===== src/rtl/ibcc_pkg.sv =====
`timescale 1ns / 1ps

package ibcc_pkg;

	// Frame layout: accel x, y, z, then gyro x, y, z.
	localparam int unsigned AXES       = 6;
	localparam int unsigned AXIS_W     = $clog2(AXES);
	localparam int unsigned SAMPLE_W   = 16;
	localparam int unsigned TIME_W     = 32;

	// The z-accelerometer lane carries gravity in its bias.
	localparam logic [AXIS_W-1:0] AXIS_ACCEL_Z = AXIS_W'(2);
	localparam logic [AXIS_W-1:0] AXIS_LAST    = AXIS_W'(AXES - 1);

	// Configuration registers.
	localparam int unsigned CALIB_W     = 10;
	localparam int unsigned GRAVITY_W   = 15;
	localparam int unsigned CFG_DATA_W  = 15;
	localparam int unsigned CFG_INDEX_W = 1;

	localparam logic [CFG_INDEX_W-1:0] CFG_CALIB_COUNT = 1'b0;
	localparam logic [CFG_INDEX_W-1:0] CFG_GRAVITY     = 1'b1;

	localparam logic [CALIB_W-1:0]   CALIB_RESET   = 10'd500;
	localparam logic [GRAVITY_W-1:0] GRAVITY_RESET = 15'd4096;

	// Default width of the calibration frame counter.
	localparam int unsigned COUNT_BITS_DEF = 10;

	// Saturation limits of the corrected samples.
	localparam logic signed [SAMPLE_W-1:0] SAT_MAX = 16'sh7FFF;
	localparam logic signed [SAMPLE_W-1:0] SAT_MIN = 16'sh8000;

	typedef logic signed [SAMPLE_W-1:0] sample_t;
	typedef sample_t                    axes_t [AXES];

	typedef enum logic [1:0] {
		ST_CAL,
		ST_DIV_ISSUE,
		ST_DIV_WAIT,
		ST_RUN
	} state_t;

	// Commands from the controller to the datapath.
	typedef struct packed {
		logic              acc;
		logic              div_start;
		logic              off_wr;
		logic [AXIS_W-1:0] axis;
		logic              load;
	} cmd_t;

	// Status from the datapath to the controller.
	typedef struct packed {
		logic cal_last;
		logic div_done;
		logic out_full;
	} stat_t;

endpackage


===== src/rtl/ibcc_in_if.sv =====
`timescale 1ns / 1ps

interface ibcc_in_if import ibcc_pkg::*; ();
	logic                valid;
	logic                ready;
	logic signed [15:0]  accel_x;
	logic signed [15:0]  accel_y;
	logic signed [15:0]  accel_z;
	logic signed [15:0]  gyro_x;
	logic signed [15:0]  gyro_y;
	logic signed [15:0]  gyro_z;
	logic [TIME_W-1:0]   time_ms;

	modport source (
		output valid, accel_x, accel_y, accel_z, gyro_x, gyro_y, gyro_z, time_ms,
		input  ready
	);
	modport sink (
		input  valid, accel_x, accel_y, accel_z, gyro_x, gyro_y, gyro_z, time_ms,
		output ready
	);
endinterface


===== src/rtl/ibcc_out_if.sv =====
`timescale 1ns / 1ps

interface ibcc_out_if import ibcc_pkg::*; ();
	logic                valid;
	logic                ready;
	logic [TIME_W-1:0]   time_ms_out;
	logic signed [15:0]  corr_accel_x;
	logic signed [15:0]  corr_accel_y;
	logic signed [15:0]  corr_accel_z;
	logic signed [15:0]  corr_gyro_x;
	logic signed [15:0]  corr_gyro_y;
	logic signed [15:0]  corr_gyro_z;

	modport source (
		output valid, time_ms_out, corr_accel_x, corr_accel_y, corr_accel_z,
		       corr_gyro_x, corr_gyro_y, corr_gyro_z,
		input  ready
	);
	modport sink (
		input  valid, time_ms_out, corr_accel_x, corr_accel_y, corr_accel_z,
		       corr_gyro_x, corr_gyro_y, corr_gyro_z,
		output ready
	);
endinterface


===== src/rtl/imu_bias_calibrate_correct_unit.sv =====
`timescale 1ns / 1ps

// IMU bias calibration and correction.
// Requests on in_ch carry one six-axis frame (accel x, y, z, gyro x, y, z)
// and a millisecond timestamp; corrected frames leave on out_ch. Both use a
// valid/ready handshake. cfg_wen/cfg_index/cfg_data write calib_count
// (index 0) and gravity_counts (index 1); the user must write them only
// while the block is idle, as the block does not enforce it. After reset
// the block calibrates: it takes one request per cycle, sums the first
// calib_count frames and returns nothing for them. The last of them starts
// six signed divisions on one shared bit-serial divider, during which
// in_ch.ready is low. The z-accelerometer offset also loses one g. From
// then on every request returns one result, raw minus offset saturated to
// 16 bits, in the cycle after acceptance, at one frame per cycle; the output
// register lets a new request in while the previous result is taken, but
// while the receiver stalls with a result held, in_ch.ready is low. Reset
// clears the sums and counter and restores the register defaults.
module imu_bias_calibrate_correct_unit import ibcc_pkg::*; #(
	parameter int unsigned COUNT_BITS = COUNT_BITS_DEF
) (
	input  logic                   clk,
	input  logic                   arst_n,
	input  logic                   cfg_wen,
	input  logic [CFG_INDEX_W-1:0] cfg_index,
	input  logic [CFG_DATA_W-1:0]  cfg_data,
	ibcc_in_if.sink                in_ch,
	ibcc_out_if.source             out_ch
);

	cmd_t  cmd;
	stat_t stat;
	axes_t raw;
	axes_t corr;

	// Frame fields in lane order.
	assign raw[0] = in_ch.accel_x;
	assign raw[1] = in_ch.accel_y;
	assign raw[2] = in_ch.accel_z;
	assign raw[3] = in_ch.gyro_x;
	assign raw[4] = in_ch.gyro_y;
	assign raw[5] = in_ch.gyro_z;

	ibcc_ctrl u_ctrl (
		.clk       (clk),
		.arst_n    (arst_n),
		.in_valid  (in_ch.valid),
		.out_ready (out_ch.ready),
		.stat      (stat),
		.in_ready  (in_ch.ready),
		.cmd       (cmd)
	);

	ibcc_dp #(
		.COUNT_BITS (COUNT_BITS)
	) u_dp (
		.clk       (clk),
		.arst_n    (arst_n),
		.cfg_wen   (cfg_wen),
		.cfg_index (cfg_index),
		.cfg_data  (cfg_data),
		.raw       (raw),
		.time_in   (in_ch.time_ms),
		.cmd       (cmd),
		.out_ready (out_ch.ready),
		.stat      (stat),
		.out_valid (out_ch.valid),
		.corr      (corr),
		.time_out  (out_ch.time_ms_out)
	);

	assign out_ch.corr_accel_x = corr[0];
	assign out_ch.corr_accel_y = corr[1];
	assign out_ch.corr_accel_z = corr[2];
	assign out_ch.corr_gyro_x  = corr[3];
	assign out_ch.corr_gyro_y  = corr[4];
	assign out_ch.corr_gyro_z  = corr[5];

endmodule


===== src/rtl/ibcc_div.sv =====
`timescale 1ns / 1ps

module ibcc_div import ibcc_pkg::*; #(
	parameter int unsigned NUM_W = 26,
	parameter int unsigned DEN_W = 11
) (
	input  logic                    clk,
	input  logic                    arst_n,
	input  logic                    start,
	input  logic signed [NUM_W-1:0] num,
	input  logic [DEN_W-1:0]        den,
	output logic                    done,
	output logic signed [NUM_W-1:0] quot
);

	localparam int unsigned CNT_W = $clog2(NUM_W + 1);

	logic [NUM_W-1:0] num_q;
	logic [DEN_W-1:0] rem_q;
	logic [DEN_W-1:0] den_q;
	logic             neg_q;
	logic [CNT_W-1:0] cnt_q;
	logic             busy_q;
	logic             done_q;

	logic [NUM_W-1:0] num_abs;
	logic [DEN_W:0]   rem_sh;
	logic [DEN_W:0]   rem_sub;
	logic             fits;

	// Restoring division on magnitudes, one quotient bit per cycle.
	always_comb begin
		num_abs = num[NUM_W-1] ? (~num + 1'b1) : num;
		rem_sh  = {rem_q, num_q[NUM_W-1]};
		fits    = rem_sh >= {1'b0, den_q};
		rem_sub = rem_sh - {1'b0, den_q};
	end

	// Step counter and completion flag.
	always_ff @(posedge clk or negedge arst_n) begin
		if (!arst_n) begin
			cnt_q  <= '0;
			busy_q <= 1'b0;
			done_q <= 1'b0;
		end else begin
			done_q <= 1'b0;
			if (start) begin
				cnt_q  <= CNT_W'(NUM_W);
				busy_q <= 1'b1;
			end else if (busy_q) begin
				cnt_q <= cnt_q - 1'b1;
				if (cnt_q == CNT_W'(1)) begin
					busy_q <= 1'b0;
					done_q <= 1'b1;
				end
			end
		end
	end

	// Dividend shifts out at the top while quotient bits enter at the bottom.
	always_ff @(posedge clk) begin
		if (start) begin
			num_q <= num_abs;
			rem_q <= '0;
			den_q <= den;
			neg_q <= num[NUM_W-1];
		end else if (busy_q) begin
			num_q <= {num_q[NUM_W-2:0], fits};
			rem_q <= fits ? rem_sub[DEN_W-1:0] : rem_sh[DEN_W-1:0];
		end
	end

	// Truncation toward zero: negate the magnitude quotient for a negative sum.
	assign quot = neg_q ? $signed(~num_q + 1'b1) : $signed(num_q);
	assign done = done_q;

endmodule


===== src/rtl/ibcc_dp.sv =====
`timescale 1ns / 1ps

module ibcc_dp import ibcc_pkg::*; #(
	parameter int unsigned COUNT_BITS = COUNT_BITS_DEF
) (
	input  logic                   clk,
	input  logic                   arst_n,
	input  logic                   cfg_wen,
	input  logic [CFG_INDEX_W-1:0] cfg_index,
	input  logic [CFG_DATA_W-1:0]  cfg_data,
	input  axes_t                  raw,
	input  logic [TIME_W-1:0]      time_in,
	input  cmd_t                   cmd,
	input  logic                   out_ready,
	output stat_t                  stat,
	output logic                   out_valid,
	output axes_t                  corr,
	output logic [TIME_W-1:0]      time_out
);

	localparam int unsigned SUM_W = SAMPLE_W + COUNT_BITS;
	localparam int unsigned N_W   = COUNT_BITS + 1;
	localparam int unsigned CMP_W = (N_W > CALIB_W) ? N_W : CALIB_W;

	logic [CALIB_W-1:0]   calib_count_q;
	logic [GRAVITY_W-1:0] gravity_q;
	logic [N_W-1:0]       frame_count_q;
	logic signed [SUM_W-1:0] sums_q [AXES];
	axes_t                offs_q;
	axes_t                corr_q;
	logic [TIME_W-1:0]    time_q;
	logic                 out_valid_q;

	logic [N_W-1:0]          n_next;
	logic [CALIB_W-1:0]      target;
	logic                    cal_last;
	logic signed [SUM_W-1:0] quot;
	logic                    div_done;
	sample_t                 quot16;
	axes_t                   corr_d;

	// Configuration registers; an index outside the list is ignored.
	always_ff @(posedge clk or negedge arst_n) begin
		if (!arst_n) begin
			calib_count_q <= CALIB_RESET;
			gravity_q     <= GRAVITY_RESET;
		end else if (cfg_wen) begin
			case (cfg_index)
				CFG_CALIB_COUNT: calib_count_q <= cfg_data[CALIB_W-1:0];
				CFG_GRAVITY:     gravity_q     <= cfg_data[GRAVITY_W-1:0];
				default: ;
			endcase
		end
	end

	// End of calibration: enough frames seen, or the counter is full.
	always_comb begin
		n_next   = frame_count_q + 1'b1;
		target   = (calib_count_q == '0) ? CALIB_W'(1) : calib_count_q;
		cal_last = (CMP_W'(n_next) >= CMP_W'(target)) || n_next[COUNT_BITS];
	end

	// Frame counter and per-axis sums; after the last frame the counter holds
	// the number of frames summed, which is the divisor.
	always_ff @(posedge clk or negedge arst_n) begin
		if (!arst_n) begin
			frame_count_q <= '0;
			for (int i = 0; i < AXES; i++) begin
				sums_q[i] <= '0;
			end
		end else if (cmd.acc) begin
			frame_count_q <= n_next;
			for (int i = 0; i < AXES; i++) begin
				sums_q[i] <= sums_q[i] + SUM_W'(raw[i]);
			end
		end
	end

	// Shared divider, one axis at a time.
	ibcc_div #(
		.NUM_W (SUM_W),
		.DEN_W (N_W)
	) u_div (
		.clk    (clk),
		.arst_n (arst_n),
		.start  (cmd.div_start),
		.num    (sums_q[cmd.axis]),
		.den    (frame_count_q),
		.done   (div_done),
		.quot   (quot)
	);

	assign quot16 = quot[SAMPLE_W-1:0];

	// Offsets; the z-accelerometer one has gravity removed, wrapping to 16 bits.
	always_ff @(posedge clk) begin
		if (cmd.off_wr) begin
			if (cmd.axis == AXIS_ACCEL_Z) begin
				offs_q[cmd.axis] <= quot16 - $signed({1'b0, gravity_q});
			end else begin
				offs_q[cmd.axis] <= quot16;
			end
		end
	end

	// Correction lanes: raw minus offset, saturated.
	always_comb begin
		for (int i = 0; i < AXES; i++) begin
			logic signed [SAMPLE_W:0] diff;
			diff = {raw[i][SAMPLE_W-1], raw[i]} - {offs_q[i][SAMPLE_W-1], offs_q[i]};
			if (diff[SAMPLE_W] != diff[SAMPLE_W-1]) begin
				corr_d[i] = diff[SAMPLE_W] ? SAT_MIN : SAT_MAX;
			end else begin
				corr_d[i] = diff[SAMPLE_W-1:0];
			end
		end
	end

	// Output register valid flag.
	always_ff @(posedge clk or negedge arst_n) begin
		if (!arst_n) begin
			out_valid_q <= 1'b0;
		end else if (cmd.load) begin
			out_valid_q <= 1'b1;
		end else if (out_ready) begin
			out_valid_q <= 1'b0;
		end
	end

	// Output register payload.
	always_ff @(posedge clk) begin
		if (cmd.load) begin
			corr_q <= corr_d;
			time_q <= time_in;
		end
	end

	assign stat      = '{cal_last: cal_last, div_done: div_done, out_full: out_valid_q};
	assign out_valid = out_valid_q;
	assign corr      = corr_q;
	assign time_out  = time_q;

endmodule


===== src/rtl/ibcc_ctrl.sv =====
`timescale 1ns / 1ps

module ibcc_ctrl import ibcc_pkg::*; (
	input  logic  clk,
	input  logic  arst_n,
	input  logic  in_valid,
	input  logic  out_ready,
	input  stat_t stat,
	output logic  in_ready,
	output cmd_t  cmd
);

	state_t            state_q, state_d;
	logic [AXIS_W-1:0] axis_q, axis_d;

	// State and axis registers.
	always_ff @(posedge clk or negedge arst_n) begin
		if (!arst_n) begin
			state_q <= ST_CAL;
			axis_q  <= '0;
		end else begin
			state_q <= state_d;
			axis_q  <= axis_d;
		end
	end

	// Next state and commands.
	always_comb begin
		state_d  = state_q;
		axis_d   = axis_q;
		in_ready = 1'b0;
		cmd      = '0;
		cmd.axis = axis_q;
		case (state_q)
			ST_CAL: begin
				in_ready = 1'b1;
				if (in_valid) begin
					cmd.acc = 1'b1;
					if (stat.cal_last) begin
						axis_d  = '0;
						state_d = ST_DIV_ISSUE;
					end
				end
			end
			ST_DIV_ISSUE: begin
				cmd.div_start = 1'b1;
				state_d       = ST_DIV_WAIT;
			end
			ST_DIV_WAIT: begin
				if (stat.div_done) begin
					cmd.off_wr = 1'b1;
					if (axis_q == AXIS_LAST) begin
						state_d = ST_RUN;
					end else begin
						axis_d  = axis_q + 1'b1;
						state_d = ST_DIV_ISSUE;
					end
				end
			end
			ST_RUN: begin
				in_ready = !stat.out_full || out_ready;
				cmd.load = in_valid && in_ready;
			end
			default: begin
				state_d = ST_CAL;
			end
		endcase
	end

endmodule


===== src/flat_wrapper.sv =====
// flat-port wrapper written by rule: the top's interface ports become plain ports
module imu_bias_calibrate_correct_unit_flat import ibcc_pkg::*;
#(
	parameter int unsigned COUNT_BITS = COUNT_BITS_DEF
)
  (clk, arst_n, cfg_wen, cfg_index, cfg_data, in_ch_valid, in_ch_accel_x, in_ch_accel_y, in_ch_accel_z, in_ch_gyro_x, in_ch_gyro_y, in_ch_gyro_z, in_ch_time_ms, in_ch_ready, out_ch_valid, out_ch_time_ms_out, out_ch_corr_accel_x, out_ch_corr_accel_y, out_ch_corr_accel_z, out_ch_corr_gyro_x, out_ch_corr_gyro_y, out_ch_corr_gyro_z, out_ch_ready);
  ibcc_in_if in_ch_i ();
  ibcc_out_if out_ch_i ();
  input  logic clk;
  input  logic arst_n;
  input  logic cfg_wen;
  input  logic [CFG_INDEX_W-1:0] cfg_index;
  input  logic [CFG_DATA_W-1:0] cfg_data;
  input wire logic [$bits(in_ch_i.valid)-1:0] in_ch_valid;
  input wire logic [$bits(in_ch_i.accel_x)-1:0] in_ch_accel_x;
  input wire logic [$bits(in_ch_i.accel_y)-1:0] in_ch_accel_y;
  input wire logic [$bits(in_ch_i.accel_z)-1:0] in_ch_accel_z;
  input wire logic [$bits(in_ch_i.gyro_x)-1:0] in_ch_gyro_x;
  input wire logic [$bits(in_ch_i.gyro_y)-1:0] in_ch_gyro_y;
  input wire logic [$bits(in_ch_i.gyro_z)-1:0] in_ch_gyro_z;
  input wire logic [$bits(in_ch_i.time_ms)-1:0] in_ch_time_ms;
  output wire logic [$bits(in_ch_i.ready)-1:0] in_ch_ready;
  output wire logic [$bits(out_ch_i.valid)-1:0] out_ch_valid;
  output wire logic [$bits(out_ch_i.time_ms_out)-1:0] out_ch_time_ms_out;
  output wire logic [$bits(out_ch_i.corr_accel_x)-1:0] out_ch_corr_accel_x;
  output wire logic [$bits(out_ch_i.corr_accel_y)-1:0] out_ch_corr_accel_y;
  output wire logic [$bits(out_ch_i.corr_accel_z)-1:0] out_ch_corr_accel_z;
  output wire logic [$bits(out_ch_i.corr_gyro_x)-1:0] out_ch_corr_gyro_x;
  output wire logic [$bits(out_ch_i.corr_gyro_y)-1:0] out_ch_corr_gyro_y;
  output wire logic [$bits(out_ch_i.corr_gyro_z)-1:0] out_ch_corr_gyro_z;
  input wire logic [$bits(out_ch_i.ready)-1:0] out_ch_ready;
  assign in_ch_i.valid = in_ch_valid;
  assign in_ch_i.accel_x = in_ch_accel_x;
  assign in_ch_i.accel_y = in_ch_accel_y;
  assign in_ch_i.accel_z = in_ch_accel_z;
  assign in_ch_i.gyro_x = in_ch_gyro_x;
  assign in_ch_i.gyro_y = in_ch_gyro_y;
  assign in_ch_i.gyro_z = in_ch_gyro_z;
  assign in_ch_i.time_ms = in_ch_time_ms;
  assign in_ch_ready = in_ch_i.ready;
  assign out_ch_valid = out_ch_i.valid;
  assign out_ch_time_ms_out = out_ch_i.time_ms_out;
  assign out_ch_corr_accel_x = out_ch_i.corr_accel_x;
  assign out_ch_corr_accel_y = out_ch_i.corr_accel_y;
  assign out_ch_corr_accel_z = out_ch_i.corr_accel_z;
  assign out_ch_corr_gyro_x = out_ch_i.corr_gyro_x;
  assign out_ch_corr_gyro_y = out_ch_i.corr_gyro_y;
  assign out_ch_corr_gyro_z = out_ch_i.corr_gyro_z;
  assign out_ch_i.ready = out_ch_ready;
  imu_bias_calibrate_correct_unit #(.COUNT_BITS(COUNT_BITS)) u_core (.clk(clk), .arst_n(arst_n), .cfg_wen(cfg_wen), .cfg_index(cfg_index), .cfg_data(cfg_data), .in_ch(in_ch_i), .out_ch(out_ch_i));
endmodule

===== config.mk =====
export PLATFORM = sky130hd
export DESIGN_NAME = imu_bias_calibrate_correct_unit_flat
export DESIGN_NICKNAME = d
export VERILOG_FILES = /design/src/rtl/ibcc_pkg.sv /design/src/rtl/ibcc_in_if.sv /design/src/rtl/ibcc_out_if.sv /design/src/rtl/imu_bias_calibrate_correct_unit.sv /design/src/rtl/ibcc_div.sv /design/src/rtl/ibcc_dp.sv /design/src/rtl/ibcc_ctrl.sv /design/src/flat_wrapper.sv
export SDC_FILE = /design/constraint.sdc
export NUM_CORES = 1
export LEC_CHECK = 0
export ABC_AREA = 1
export BUFFER_PORTS_ARGS = -buffer_cell sky130_fd_sc_hd__buf_2
export CAP_MARGIN = 20
export CELL_PAD_IN_SITES_DETAIL_PLACEMENT = 1
export CELL_PAD_IN_SITES_GLOBAL_PLACEMENT = 2
export CORE_UTILIZATION = 39
export CTS_BUF_LIST = sky130_fd_sc_hd__clkbuf_4 sky130_fd_sc_hd__clkbuf_8
export CTS_CLUSTER_SIZE = 40
export DETAILED_ROUTE_END_ITERATION = 8
export PLACE_DENSITY_LB_ADDON = 0.1
export SLEW_MARGIN = 25
export SYNTH_ARGS = -nofsm -noshare
export SYNTH_HDL_FRONTEND = slang
export SYNTH_SLANG_ARGS = --single-unit

===== constraint.sdc =====
create_clock -name clk -period 19.65 [get_ports clk]
set_input_delay 0.9825 -clock clk [delete_from_list [all_inputs] [get_ports clk]]
set_output_delay 0.9825 -clock clk [all_outputs]
set_load 0.005 [all_outputs]

==> out/summary.txt, run 1 <==
fmax -> 0.255 GHz
GRT Total Usage -> 0.278
Place WS -> 15.63 ns
leakage power -> 0.0191 uW
most common cell after layout, fill and taps aside -> nand2_1
Critical Path Source Type -> register
number of buffers created by CTS -> 91
global-route wire length before repair -> 192 mm
setup slack after layout -> 15.72 ns
Initial Util -> 0.396
synthesized area -> 34700 um2
unrepaired setup endpoints after global routing -> false
Post-synth EDFFs -> 262
crit-path cells -> inv_1, nand3_1, nor2_1, nand4_1, o21ai_0, nand2_1, xor2_1, ha_1, inv_1, nor3_1, nand3_1, nand2_1, nor2_1, o31ai_2
sequential area share after synthesis -> 0.382
max-cap viol count -> 0
layout cells sized above 1 -> 0.120
Avg WL per Cell -> 20.8 um
Worst path slowest cell -> o31ai_2
CTS Sinks -> 478
# rows -> 108
RePlAce Congestion -> 0.948
Ports -> 279
Setup Viol. Count Final -> 0
fill cell count -> 10900
final setup TNS -> 0 ns
Post-Synthesis Net Count -> 4943
Max Slew Vio Count -> 0
hpwl dp -> 98.4 mm
Slew headroom -> 0.255
Crit. Startpoint -> u_core.u_dp.u_div.num_q[2]
Area growth, synth to finish -> 13.2%
Worst R2R Start -> u_core.u_dp.u_div.num_q[2]
CTS resizes -> 0
post-route design area -> 39200 um2
post-synthesis register bit count -> 478
via count -> 31900
clk_skew -> 0.0307 ns
Worst Hold Class -> input pin to async pin
TritonCTS clock tree -> built
mean post-synth cell area -> 7.73 um2
via/cell ratio -> 5.31
deepest clock path buffer count -> 3
yosys synthesis warning count -> 0
GRT Residual Overflow -> 0
Mapped Cells -> 4484
status -> complete, no violations
worst path required time -> 20.03 ns
Detailed Route Iter0 Violations -> 1854
Port Buffers -> 278
Worst-Margin Slew -> 1.12 ns
worst skew pair latency -> 0.75 ns
critical path arrival -> 4.31 ns
Peak VDD IR -> 0.000111 V
hold_buf cts -> 0
Total Power Consumption -> 6520 uW
Max stage delay on crit path -> 0.85 ns
Setup CP Type -> register to register
crit-path leading delay family -> simple AND/OR/NAND/NOR gates
most frequent cells in the layout -> nand2_1 (1230), inv_1 (512), a21oi_1 (307)
initial antenna violation count -> 5
largest fanout on the critical path -> 6
Die H -> 300 um
top_reg_cell synth -> edfxtp_1
Die Wd -> 300 um
Cell Pwr Density -> 166 nW/um2
DRC Markers -> 0
endpoint class of the critical path -> register
final wirelength -> 125 mm
async set-or-reset flop fraction in the synthesized netlist -> 0.429
pin count of the biggest net entering global routing -> 152
Hold Violations, Final -> 0
H-tree levels -> 3
Cell variety after synth -> 57
Final Hold Slack -> 0.147 ns
fraction of the cycle the final worst path needs -> 0.200
core area -> 87400 um2
post-CTS setup repair buffer count -> 0
worst path bufs/invs -> 2
ANT nets after route -> 0
clock root buffer master -> clkbuf_8
minimum clock period -> 3.93 ns
vias in the first global route -> 32600
Die ar. -> 90100 um2
Worst-path clk slew -> 0.07 ns
Placed Area -> 37300 um2
drt pass-1 iters -> 5
fin nets -> 5233
kinds of logic after synthesis:
family	after synthesis	share of synthesized area
xor+xnor	189	0.0478
fa+ha+maj	310	0.115
buf+inv	630	0.0712
simple gates	2060	0.253
flops	478	0.382
compound gates	817	0.131
cells in the mapped netlist, types with 37 or more instances:
| master | number | area [um2] |
|---|---|---|
| xnor2_1 | 79 | 692 |
| or2_2 | 54 | 338 |
| nand3_1 | 274 | 1370 |
| a21oi_1 | 307 | 1540 |
| o21ai_0 | 306 | 1530 |
| dfrtp_1 | 198 | 4950 |
| a31oi_1 | 37 | 231 |
| xor2_1 | 110 | 963 |
| inv_1 | 514 | 1930 |
| nand2_1 | 1234 | 4630 |
| a21o_1 | 38 | 285 |
| ha_1 | 296 | 3700 |
| nor3_1 | 62 | 310 |
| nor2_1 | 268 | 1010 |
| edfxtp_1 | 262 | 7870 |
| nand4_1 | 107 | 669 |
| clkbuf_1 | 60 | 225 |
flip-flops by register name (all words and copies together) (netlist names), 10 cells and up:
name and count:
u_core.u_dp.calib_count_q 10, u_core.u_dp.corr 96, u_core.u_dp.frame_count_q 11, u_core.u_dp.gravity_q 15
u_core.u_dp.offs_q 96, u_core.u_dp.sums_q 156, u_core.u_dp.time_out 32, u_core.u_dp.u_div.den_q 11
u_core.u_dp.u_div.num_q 26, u_core.u_dp.u_div.rem_q 11
final cells by class:
| cell class | instances | area [um2] | share of cell area |
|---|---|---|---|
| inverter | 522 | 1960 | 0.0501 |
| clock inverter | 35 | 308 | 0.00784 |
| tap | 1155 | 1450 | 0.0368 |
| antenna | 7 | 17.5 | 0.000446 |
| timing repair buffer | 305 | 1620 | 0.0412 |
| clock buffer | 133 | 1650 | 0.0420 |
| multi-input combinational | 3376 | 19000 | 0.484 |
| sequential | 478 | 13200 | 0.337 |
stage by stage:
step,std cells,util
4_1_cts,6004,0.448
2_1_floorplan,4484,-
3_3_place_gp,5836,0.426
5_1_grt,6006,0.449
6_report,6011,0.449
3_5_place_dp,5836,0.426
routing by layer:
| layer | vias up | track usage | share of wire |
|---|---|---|---|
| met3 | 151 | 0.0389 | 0.047 |
| li1 | 15700 | - | - |
| met4 | 0 | 0.0894 | 0.029 |
| met2 | 603 | 0.455 | 0.46 |
| met1 | 15500 | 0.376 | 0.46 |
| met5 | - | 0 | 0 |
worst paths after layout:
check / slack [ns] / end / depth (start not counted)
setup / recovery: 15.72 / u_core.u_dp.offs_q[3][14] / 14
max in group asynchronous: 17.48 / u_core.u_dp.gravity_q[5] / 3
setup reg to reg: 15.72 / u_core.u_dp.offs_q[3][14] / 14
hold / removal: 0.15 / u_core.u_dp.sums_q[84] / 1
min in group clk: 0.42 / u_core.u_dp.time_out[30] / 1
hold reg to reg: 0.46 / u_core.u_dp.u_div.den_q[10] / 0
where the power goes:
| part | internal, uW | total [uW] | switching (uW) |
|---|---|---|---|
| combinational | 1100 | 3630 | 2530 |
| sequential | 1490 | 1810 | 321 |
| clock | 606 | 1090 | 481 |
Power figures use the tool's default switching activity.
==> run 2, diff against run 1 <==
Settings changed: CORE_UTILIZATION 39 to 37.
Clock period 19.65 ns to 3.75 ns, I/O delays scaled along.
==> run 2 against run 1 <==
- non-clock buffer count up 159
- critical endpoint is now u_core.u_dp.offs_q[1][9]
- largest cell class unchanged
- sequential cell count stayed put
- sequential share of layout area decreased by 1.6 points
- via count is 1.7% higher
==> out/summary.txt, run 2 (synthesis gave the netlist of run 1 again) <==
status -> complete, no violations
RePlAce Congestion -> 0.935 (-1.4%)
Max stage delay on crit path -> 0.53 ns (-0.32 ns)
Die ar. -> 94900 um2 (+5.4%)
max reg flops -> 156 (unchanged)
Place WS -> 0.270 ns (-15.36 ns)
Port Buffers -> 278 (unchanged)
storage element area -> 13200 um2 (unchanged)
most frequent cells in the layout -> nand2_1 (1233), inv_1 (513), a21oi_1 (307)
GRT Total Usage -> 0.274 (-0.00364)
deepest clock path buffer count -> 3 (unchanged)
area of the multi-input gates -> 19000 um2 (about the same)
Avg WL per Cell -> 20.7 um (-0.63%)
Max Slew Vio Count -> 0 (unchanged)
ANT nets after route -> 0 (unchanged)
Die Wd -> 308 um (+2.6%)
initial antenna violation count -> 7 (+2)
Worst-Margin Slew -> 1.15 ns (+0.0318 ns)
fin nets -> 5395 (+3.1%)
clock root buffer master -> clkbuf_8
pin count of the biggest net entering global routing -> 195 (+28%)
GRT Residual Overflow -> 0 (unchanged)
largest fanout on the critical path -> 10 (+4)
Slew headroom -> 0.235 (-0.0194)
critical path arrival -> 3.72 ns (-0.59 ns)
layout cells sized above 1 -> 0.125 (+0.00536)
Worst Hold Class -> input pin to async pin
fmax -> 0.291 GHz (+14%)
H-tree levels -> 3 (unchanged)
Initial Util -> 0.376 (-0.0206)
Area growth, synth to finish -> 18.8%
# rows -> 111 (+2.8%)
hpwl dp -> 102 mm (+3.7%)
fraction of the cycle the final worst path needs -> 0.918 (+0.718)
minimum clock period -> 3.44 ns (-0.485 ns)
drt pass-1 iters -> 7 (+2)
via/cell ratio -> 5.19 (-2.4%)
leakage power -> 0.0199 uW (+4.3%)
Setup Viol. Count Final -> 0 (unchanged)
Detailed Route Iter0 Violations -> 1939 (+4.6%)
global-route wire length before repair -> 199 mm (+3.6%)
Ports -> 279 (unchanged)
most common cell after layout, fill and taps aside -> nand2_1
worst skew pair latency -> 0.75 ns (about the same)
endpoint class of the critical path -> register
TritonCTS clock tree -> built
DRC Markers -> 0 (unchanged)
clk_skew -> 0.0308 ns (+0.000110 ns)
Worst path slowest cell -> edfxtp_1
unrepaired setup endpoints after global routing -> false
number of buffers created by CTS -> 94 (+3.3%)
via count -> 32500 (+1.7%)
Peak VDD IR -> 0.000464 V (+320%)
worst path bufs/invs -> 2 (unchanged)
Hold Violations, Final -> 0 (unchanged)
Setup CP Type -> register to register
vias in the first global route -> 33300 (+2.2%)
setup slack after layout -> 0.309 ns (-15.41 ns)
worst path required time -> 4.03 ns (-16.00 ns)
crit-path leading delay family -> simple AND/OR/NAND/NOR gates
max-cap viol count -> 0 (unchanged)
core area -> 92200 um2 (+5.5%)
fill cell count -> 11500 (+5.5%)
Die H -> 308 um (+2.6%)
crit-path cells -> inv_1, nor2_1, xor2_1, ha_1, nand3_1, nand2_1, a31oi_1, o21ai_0, inv_1, o21bai_1, a21oi_1, o21ai_0, nand2_1
Critical Path Source Type -> register
CTS Sinks -> 478 (unchanged)
final setup TNS -> 0 ns (unchanged)
Cell Pwr Density -> 847 nW/um2 (+410%)
Worst-path clk slew -> 0.07 ns (about the same)
final wirelength -> 130 mm (+3.5%)
Reg with most FFs -> u_core.u_dp.sums_q
-- run 2: changes by cell type in the layout (fill, tap and decap cells not counted), moves of 2 or more --
| cell | delta |
|---|---|
| buf_4 | +34 |
| buf_12 | +10 |
| clkbuf_8 | +9 |
| nand2_1 | +3 |
| diode_2 | -3 |
| clkinv_1 | +3 |
| clkbuf_4 | -12 |
| nand2_2 | -3 |
| dlygate4sd3_1 | +115 |
| bufinv_16 | +5 |
| clkinvlp_4 | +5 |
| inv_8 | -2 |
-- run 2: final cells by class --
type,instances,share of cell area
sequential,478,0.321
clock inverter,47,0.0120
timing repair buffer,464,0.0783
tap,1243,0.0378
antenna,4,0.000243
inverter,522,0.0477
clock buffer,130,0.0409
multi-input combinational,3376,0.462
-- run 2: stage by stage --
step	cells	power (uW)	utilization	hold slack, ns	area (um2)
after floorplan	4484	20800	-	-0.108	34700
after global placement	5967	28200	0.410	0.267	37800
after detailed placement	5967	28500	0.410	0.277	37800
after CTS	6259	35000	0.446	0.000395	41100
after global routing	6263	37500	0.446	0.0381	41200
final	6264	34900	0.446	0.0456	41200
-- run 2: metal layers --
metal  GRT usage  wire length (um)  up-vias
li1            -                 -    16000
met3      0.0357              4590      167
met5           0                 0        -
met4      0.0702              3040        0
met1       0.374             61500    15800
met2       0.455             60500      557
-- run 2: final timing paths --
path / startpoint / to / slack, ns / cells after the start
setup / recovery: u_core.u_dp.u_div.neg_q / u_core.u_dp.offs_q[1][9] / 0.31 / 13
hold / removal: arst_n / u_core.u_dp.sums_q[88] / 0.05 / 2
setup reg to reg: u_core.u_dp.u_div.neg_q / u_core.u_dp.offs_q[1][9] / 0.31 / 13
hold reg to reg: u_core.u_dp.u_div.rem_q[4] / u_core.u_dp.u_div.rem_q[4] / 0.47 / 2
max in group asynchronous: arst_n / u_core.u_ctrl.axis_q[0] / 2.71 / 3
min in group clk: in_ch_gyro_y[1] / u_core.u_dp.sums_q[27] / 0.05 / 4
-- run 2: what timing repair did --
item | in CTS | in global routing
endpoints found under the setup margin | 0 | 6
resized for setup | 0 | 3
hold endpoints to repair | 248 | 0
hold buffers | 115 | 0
buffers inserted | 0 | 1
-- run 2: worst reg2reg max path: stages (launching register included) --
cell and delay, ns:
edfxtp_1 0.53, inv_1 0.27, nor2_1 0.09, xor2_1 0.18, ha_1 0.37, nand3_1 0.10
nand2_1 0.15, a31oi_1 0.13, o21ai_0 0.29, inv_1 0.08, o21bai_1 0.18, a21oi_1 0.08
o21ai_0 0.08, nand2_1 0.45
-- run 2: report_power, final --
group	switching (uW)	internal [uW]
Clock	2580	3610
Combinational	12800	6330
Sequential	1730	7780
Total	17200	17700
